File: config.mk
export PLATFORM = sky130hd
export DESIGN_NAME = zero_crossing_cell_statistics
export DESIGN_NICKNAME = d
export VERILOG_FILES = /design/src/hdl/zccs_pkg.sv /design/src/hdl/zccs_corner_lane.sv /design/src/hdl/zccs_merge.sv /design/src/hdl/zccs_counter.sv /design/src/hdl/zero_crossing_cell_statistics.sv
export SDC_FILE = /design/constraint.sdc
export NUM_CORES = 1
export LEC_CHECK = 0
export ABC_AREA = 1
export BUFFER_PORTS_ARGS = -buffer_cell sky130_fd_sc_hd__buf_2
export CAP_MARGIN = 20
export CORE_MARGIN = 2
export CORE_UTILIZATION = 41
export CTS_CLUSTER_SIZE = 25
export DETAILED_ROUTE_END_ITERATION = 16
export GPL_TIMING_DRIVEN = 0
export PLACE_DENSITY = 0.63
export SYNTH_ARGS = -nofsm -noshare
export SYNTH_HDL_FRONTEND = slang
export SYNTH_SLANG_ARGS = --single-unit
File: constraint.sdc
create_clock -name clk -period 18.18 [get_ports clk]
set_input_delay 1.818 -clock clk [delete_from_list [all_inputs] [get_ports clk]]
set_output_delay 1.818 -clock clk [all_outputs]
set_load 0.03 [all_outputs]
File: src/hdl/zccs_pkg.sv
// shared types and constants for the zero-crossing cell statistics block
// no dependencies

package zccs_pkg;

  localparam int unsigned NUM_CORNERS  = 8;
  localparam int unsigned NUM_COUNTERS = 8;
  localparam int unsigned OUT_BITS     = 32;

  // counter slots
  localparam int unsigned CNT_OBSERVED    = 0;
  localparam int unsigned CNT_RAW         = 1;
  localparam int unsigned CNT_EXTRACTABLE = 2;
  localparam int unsigned CNT_SUPPRESSED  = 3;
  localparam int unsigned CNT_POS_ONLY    = 4;
  localparam int unsigned CNT_NEG_ONLY    = 5;
  localparam int unsigned CNT_PARTIAL     = 6;
  localparam int unsigned CNT_UNSUPPORTED = 7;

  typedef logic [NUM_CORNERS-1:0]  corner_mask_t;
  typedef logic [NUM_COUNTERS-1:0] bump_vec_t;
  typedef logic [OUT_BITS-1:0]     total_t;

  // what one corner contributes
  typedef struct packed {
    logic obs_pos;
    logic obs_neg;
    logic sup_pos;
    logic sup_neg;
  } corner_flags_t;

endpackage

File: src/hdl/zccs_corner_lane.sv
// one corner lane: sign class of a single corner for observed and supported sets
// depends on zccs_pkg

module zccs_corner_lane (
  input  logic                   observed,
  input  logic                   supported,
  input  logic                   negative,
  output zccs_pkg::corner_flags_t flags
);
  import zccs_pkg::*;

  always_comb begin
    flags.obs_pos = observed  & ~negative;
    flags.obs_neg = observed  &  negative;
    flags.sup_pos = supported & ~negative;
    flags.sup_neg = supported &  negative;
  end

endmodule

File: src/hdl/zccs_merge.sv
// merge of the corner lanes into the per-cell counter increments
// depends on zccs_pkg

module zccs_merge (
  input  zccs_pkg::corner_flags_t flags [zccs_pkg::NUM_CORNERS],
  input  zccs_pkg::corner_mask_t  supported_corners,
  output zccs_pkg::bump_vec_t     bump
);
  import zccs_pkg::*;

  logic any_obs_pos, any_obs_neg, any_sup_pos, any_sup_neg;
  logic observed, raw, extract;

  always_comb begin
    any_obs_pos = 1'b0;
    any_obs_neg = 1'b0;
    any_sup_pos = 1'b0;
    any_sup_neg = 1'b0;
    for (int i = 0; i < NUM_CORNERS; i++) begin
      any_obs_pos |= flags[i].obs_pos;
      any_obs_neg |= flags[i].obs_neg;
      any_sup_pos |= flags[i].sup_pos;
      any_sup_neg |= flags[i].sup_neg;
    end
    // a cell is observed when any corner lands in either observed class
    observed = any_obs_pos | any_obs_neg;
    raw      = any_obs_pos & any_obs_neg;
    extract  = any_sup_pos & any_sup_neg;

    bump                  = '0;
    bump[CNT_OBSERVED]    = observed;
    bump[CNT_RAW]         = observed & raw;
    bump[CNT_EXTRACTABLE] = observed & extract;
    bump[CNT_SUPPRESSED]  = observed & raw & ~extract;
    bump[CNT_POS_ONLY]    = observed & any_sup_pos & ~any_sup_neg;
    bump[CNT_NEG_ONLY]    = observed & any_sup_neg & ~any_sup_pos;
    bump[CNT_PARTIAL]     = observed & (|supported_corners) & ~(&supported_corners);
    bump[CNT_UNSUPPORTED] = observed & ~(|supported_corners);
  end

endmodule

File: src/hdl/zccs_counter.sv
// one saturating event counter with clear; exposes its updated value, truncated or zero-extended to OUT_BITS
// depends on zccs_pkg

module zccs_counter #(
  parameter int unsigned COUNT_BITS = 32
) (
  input  logic             clk,
  input  logic             rst,
  input  logic             enable,
  input  logic             bump,
  input  logic             clear,
  output zccs_pkg::total_t total
);
  import zccs_pkg::*;

  logic [COUNT_BITS-1:0] count;
  logic [COUNT_BITS-1:0] count_next;

  always_comb begin
    count_next = count;
    if (enable && bump && (count != {COUNT_BITS{1'b1}})) begin
      count_next = count + COUNT_BITS'(1);
    end
  end

  always_ff @(posedge clk) begin
    if (rst) begin
      count <= '0;
    end else if (enable && clear) begin
      count <= '0;
    end else begin
      count <= count_next;
    end
  end

  generate
    if (COUNT_BITS >= OUT_BITS) begin : g_trunc
      assign total = count_next[OUT_BITS-1:0];
    end else begin : g_extend
      assign total = {{(OUT_BITS-COUNT_BITS){1'b0}}, count_next};
    end
  endgenerate

endmodule

File: src/hdl/zero_crossing_cell_statistics.sv
// zero-crossing cell statistics: totals are registered and shown in the cycle after the last cell is accepted
// throughput one cell per clock; a request stalls only while a result waits unread
// rst (synchronous) clears all eight counters and empties the result register
// depends on zccs_pkg, zccs_corner_lane, zccs_merge, zccs_counter

module zero_crossing_cell_statistics #(
  parameter int unsigned COUNT_BITS = 32
) (
  input  logic             clk,
  input  logic             rst,
  // cell request channel
  input  logic             in_valid,
  output logic             in_stall,
  input  logic [7:0]       observed_corners,
  input  logic [7:0]       supported_corners,
  input  logic [7:0]       negative_corners,
  input  logic             last_cell,
  // totals channel
  output logic             out_valid,
  input  logic             out_stall,
  output zccs_pkg::total_t observed_total,
  output zccs_pkg::total_t raw_crossing_total,
  output zccs_pkg::total_t extractable_total,
  output zccs_pkg::total_t suppressed_total,
  output zccs_pkg::total_t positive_only_total,
  output zccs_pkg::total_t negative_only_total,
  output zccs_pkg::total_t partial_support_total,
  output zccs_pkg::total_t unsupported_total
);
  import zccs_pkg::*;

  corner_flags_t flags [NUM_CORNERS];
  bump_vec_t     bump;
  total_t        totals [NUM_COUNTERS];
  logic          accept;
  logic          flush;
  logic          out_valid_next;

  // input only waits when the result register is full and held
  assign in_stall = out_valid & out_stall;
  assign accept   = in_valid & ~in_stall;
  assign flush    = accept & last_cell;

  // one lane per corner, all eight in parallel
  generate
    for (genvar c = 0; c < NUM_CORNERS; c++) begin : g_lane
      zccs_corner_lane u_lane (
        .observed  (observed_corners[c]),
        .supported (supported_corners[c]),
        .negative  (negative_corners[c]),
        .flags     (flags[c])
      );
    end
  endgenerate

  // or-reduce the lanes and classify the cell
  zccs_merge u_merge (
    .flags             (flags),
    .supported_corners (supported_corners),
    .bump              (bump)
  );

  // counter bank; a last cell is counted and then the counter clears
  generate
    for (genvar k = 0; k < NUM_COUNTERS; k++) begin : g_cnt
      zccs_counter #(
        .COUNT_BITS (COUNT_BITS)
      ) u_cnt (
        .clk    (clk),
        .rst    (rst),
        .enable (accept),
        .bump   (bump[k]),
        .clear  (last_cell),
        .total  (totals[k])
      );
    end
  endgenerate

  // result register valid
  always_comb begin
    out_valid_next = out_valid;
    if (flush) begin
      out_valid_next = 1'b1;
    end else if (!out_stall) begin
      out_valid_next = 1'b0;
    end
  end

  always_ff @(posedge clk) begin
    if (rst) begin
      out_valid <= 1'b0;
    end else begin
      out_valid <= out_valid_next;
    end
  end

  // result payload, loaded with totals that include the last cell
  always_ff @(posedge clk) begin
    if (flush) begin
      observed_total        <= totals[CNT_OBSERVED];
      raw_crossing_total    <= totals[CNT_RAW];
      extractable_total     <= totals[CNT_EXTRACTABLE];
      suppressed_total      <= totals[CNT_SUPPRESSED];
      positive_only_total   <= totals[CNT_POS_ONLY];
      negative_only_total   <= totals[CNT_NEG_ONLY];
      partial_support_total <= totals[CNT_PARTIAL];
      unsupported_total     <= totals[CNT_UNSUPPORTED];
    end
  end

endmodule
Word level (Yosys, flattened, before mapping) --
Cells that the tools add are included.
Storage, ports and cells: bits in writable memories 0, memory bits (read-only) 0, latch bits 0, memories kept 0, flip-flop bits (word level) 513
Cells by class: bitwise gates (word level) 90, $add $sub $neg 8, muxes and demuxes 10, magnitude comparators 0, $mul 0, shift-type cells 0, equality and inequality tests 9, reductions and logical operators 20, divide/modulo/power cells 0
Operator list (number):
- adder 32 x 1 -> 32 bit (second input constant) | 8
- two-way mux 32 bit | 8
- inequality test 32 bit (second input constant) | 8
- AND 1 bit | 47
- bitwise OR 1 bit | 29
- logical AND 1 bit | 17
- NOT 1 bit | 14
- AND reduction 8 bit | 1
- OR reduction 8 bit | 1
- two-way mux 1 bit | 2
- inequality test 2 x 1 -> 1 bit (second input constant) | 1
- OR reduction 2 bit | 1

Depth between registers and ports, before layout --
depth after elaboration 15, gate-level depth with buffers 12

Modules after synthesis --
A second synthesis with hierarchy kept.
Unflattened totals: cells, all modules 3312, area, all modules 25373.1 sq um
Modules (own cells, without submodules):
- zccs_counter | times used 8, cells each 363, area an instance 2133.3 sq um, seq. area each 640.6 sq um
- zero_crossing_cell_statistics | times used 1, cells each 267, area an instance 7752.4 sq um, seq. area each 7707.4 sq um
- zccs_merge | times used 1, cells each 77, area an instance 314.1 sq um, seq. area each 0.0 sq um
- zccs_corner_lane | times used 8, cells each 8, area an instance 30.0 sq um, seq. area each 0.0 sq um

Least setup slack after synthesis --
Ideal clock, no wire load.
path type in2reg, from input out_stall, to register extractable_total[0] (enable), path slack 4706 ps, arrival time 12596 ps, stages on the path 3, required time 17302 ps, buffers on the path 0, cells stage by stage nand2_1 nand2_1 nor2_1
Between the ends: word-level cells in the longest chain between the ends 4
Ends and longest elaborated chain:
- start: declaration | line zero_crossing_cell_statistics.sv:20 | input logic out_stall,
- AND 1 bit | line zero_crossing_cell_statistics.sv:40 | assign in_stall = out_valid & out_stall;
- NOT 1 bit | line zero_crossing_cell_statistics.sv:41 | assign accept = in_valid & ~in_stall;
- AND 1 bit | line zero_crossing_cell_statistics.sv:41
- AND 1 bit | line zero_crossing_cell_statistics.sv:42 | assign flush = accept & last_cell;
- named net flush | line zero_crossing_cell_statistics.sv:36 | logic flush;
- end signal: assignment | line zero_crossing_cell_statistics.sv:102 | extractable_total <= totals[CNT_EXTRACTABLE];
- end: declaration | line zero_crossing_cell_statistics.sv:23 | output zccs_pkg::total_t extractable_total,
The timed path passes the listed nets, and every way through them passes these cells. A chain may end at the register's enable or synchronous reset.

Final worst setup path --
from input out_stall, to output in_stall
Between the ends: word-level cells in the longest chain between the ends 1
Ends and longest elaborated chain:
- AND 1 bit | line zero_crossing_cell_statistics.sv:40
- end: declaration | line zero_crossing_cell_statistics.sv:13 | output logic in_stall,
No other way between the ends.

==> impl_metrics.csv <==
group,metric,value,unit
sta,slew_headroom,0.247,
synthesis,async_flop_share,0,
global_routing,grt_usage,0.229,
pwr,cellPowerDensity,86.5,nW/µm²
synthesis,synth_edf_count,256,
drt,drt-initial-drc-count,1517,
layout,stdcell_count,4676,
clock_network,post_cts_buffers,0,
floorplanning,die_y,256,µm
layout,syn_to_final_growth,17.7,%
clock_network,ctsLongestPathBuffers,3,
clock_network,cts_sinks,513,
drt,drcViolationCount,0,
floorplanning,die_w,256,µm
layout,final_util,0.486,
sta,slew_violations,0,
floorplanning,initial_core_util,0.413,
floorplanning,ios,287,
sta,setup_violations,0,
hold_path,whs_path_depth,2,
layout,drive_gt1_frac,0.130,
run,maxCapViolCount,0,
clock_network,numCtsBuffers,55,
layout,nFillCells,6346,
synthesis,synth.avg_cell_area,7.58,µm²
global_routing,grtUsageMet2,0.365,
clock_network,postCtsHoldBufs,0,
floorplanning,coreArea,62900,µm²
floorplanning,design.die.area,65400,µm²
drt,drt-vias-per-instance,4.95,
floorplanning,num_rows,92,
clock_network,cts-root-buf,"clkbuf_16",
hold_path,hold_class,"flop to flop",
drt,vias,23200,
global_routing,antenna_found_initial,5,
global_routing,grt_pass1_vias,21300,
clock_network,clk_latency,0.60,ns
synthesis,ys_ff_latch,513,
pwr,ir_drop,0.0000784,V
sta,hold_viol_final,0,
synthesis,synth_nets,3466,
global_routing,grt_max_degree,37,
global_routing,use_met3,0.0410,
drt,drtAntennaViolNets,0,
layout,seqCellArea,12800,µm²
place,placed_cells_incl_taps,4569,
drt,firstDrtPassIters,5,
sta,layout_min_cycle_time,4.02,ns
synthesis,synth_top_area_share,0.296,
clock_network,htreeDepth,2,
status,status,"finished clean",
clock_network,cts_resized,0,
clock_network,clk_pin_slew,0.06,ns
layout,multi_input_area,11900,µm²
synthesis,seq_area_frac_synth,0.494,
synthesis,ys_top_cells_by_area,"edfxtp_1 (30%), nand2_1 (20%), dfxtp_1 (20%), nor2_1 (6.2%), a21oi_1 (4.6%)",
critical_path,startpoint_type,"primary input",
layout,design_area,30600,µm²
pwr,p_leak,12.3,nW
sta,rsz0062_at_grt,"false",
drt,wirelength,76.6,mm
critical_path,crit_type,"primary input to output port",
sta,worst-slew-pin-transition,1.13,ns
global_routing,met1_usage,0.317,
global_routing,globalRoute.busiestLayer,"met2",
place,io_buffers,286,
place,gp_routability_congestion,0.938,
global_routing,overflow,0,
synthesis,syn_area,26000,µm²
sta,clock_skew,0.0138,ns
global_routing,grt_pass1_wl,119,mm
critical_path,path_max_fanout,2,
critical_path,cp-end-kind,"output port",
synthesis,synth_cell_types,30,
place,dpl-instance-area,28600,µm²
synthesis,synthCells,3429,
critical_path,worst-r2r-cell-count,6,
synthesis,yosys.area.top_type,"edfxtp_1",
drt,post_drt_wl_per_cell,16.4,µm
critical_path,cp.arrival,2.20,ns
layout,nets,3817,
sta,finalCritPeriodShare,0.221,
synthesis,ys.flop_type,"dfxtp_1",
sta,max_freq,249,MHz
synthesis,yosysWarnings,0,
place,place_hpwl,58.8,mm
clock_network,cts_tree,"done",
critical_path,cp.required,16.36,ns
==> power breakdown <==
part | internal [mW] | leakage, nW | switching, mW
Sequential | 1.24 | 4.36 | 0.0123
Clock | 0.714 | 0.928 | 0.479
Combinational | 0.0458 | 6.98 | 0.153
Total | 2.00 | 12.3 | 0.644
==> worst paths after layout <==
kind	start	endpoint	slack [ns]
worst min register to register	g_cnt[1].u_cnt.count[26]	g_cnt[1].u_cnt.count[26]	0.51
worst max-delay path	out_stall	in_stall	14.16
worst min-delay path	g_cnt[1].u_cnt.count[26]	g_cnt[1].u_cnt.count[26]	0.51
worst max register to register	out_valid	g_cnt[5].u_cnt.count[0]	15.41
==> critical path, cell delays in order <==
cell	delay [ns]
buf_2	0.09
nand2_1	0.07
inv_1	0.05
buf_2	0.17
==> sequential cells by signal, indices dropped and copies added (netlist names) <==
| signal | flops |
|---|---|
| extractable_total | 32 |
| g_cnt.u_cnt.count | 256 |
| negative_only_total | 32 |
| observed_total | 32 |
| out_valid | 1 |
| partial_support_total | 32 |
| positive_only_total | 32 |
| raw_crossing_total | 32 |
| suppressed_total | 32 |
| unsupported_total | 32 |
==> per-stage QoR <==
step	power [mW]	hold WS (ns)	setup TNS (ns)	setup WS, ns
after floorplan	1.41	0.478	0	4.71
after global placement	1.49	0.496	-119.66	-0.511
after detailed placement	1.48	0.499	0	13.68
after CTS	2.68	0.509	0	14.16
after global routing	2.74	0.547	0	14.12
final	2.64	0.506	0	14.16
==> cell usage after synthesis (51+ instances only) <==
master	n
nand2_1	1404
nand3b_1	93
inv_1	162
nor2_1	428
xor2_1	60
xnor2_1	51
dfxtp_1	257
clkbuf_1	56
a21oi_1	241
nand4_1	83
nand3_1	174
edfxtp_1	256
==> cells in the final DEF, fill, tap and decap left out, drive strengths merged <==
cell,n
edfxtp,256
clkinvlp,5
xnor2,51
nor3,11
dfxtp,257
nand4,83
clkinv,14
xor2,60
nand3b,93
bufinv,8
ha,8
clkbuf,130
nor2,446
a21oi,242
nor3b,1
buf,344
inv,175
diode,4
nand2,1424
nand3,193
and2,4
o21ai,21
==> area by class of cell <==
class	count	area share
tap	846	0.0346
clock buffer	74	0.0507
buffer	106	0.0189
multi-input combinational	2637	0.390
sequential	513	0.420
timing repair buffer	294	0.0523
inverter	173	0.0212
antenna	4	0.000327
clock inverter	29	0.0121
==> per-layer routing <==
metal,wire (µm),vias to the layer above
li1,-,11900
met2,34500,601
met4,2130,0
met5,0,-
met3,4400,114
met1,35600,10600
==> cells by family (layout without fill, tap and decap cells) <==
logic type / Yosys count / in the layout / synth area share
AO/OA/AOI/OAI: 263 / 263 / 0.0513
XOR/XNOR: 111 / 111 / 0.0374
adder cells (fa/ha/maj): 8 / 8 / 0.00385
buffers and inverters: 279 / 676 / 0.0473
flip-flops: 513 / 513 / 0.494
other: 0 / 4 / 0
AND/OR/NAND/NOR: 2255 / 2255 / 0.366
Note: power is estimated with default switching activity, not from simulation.
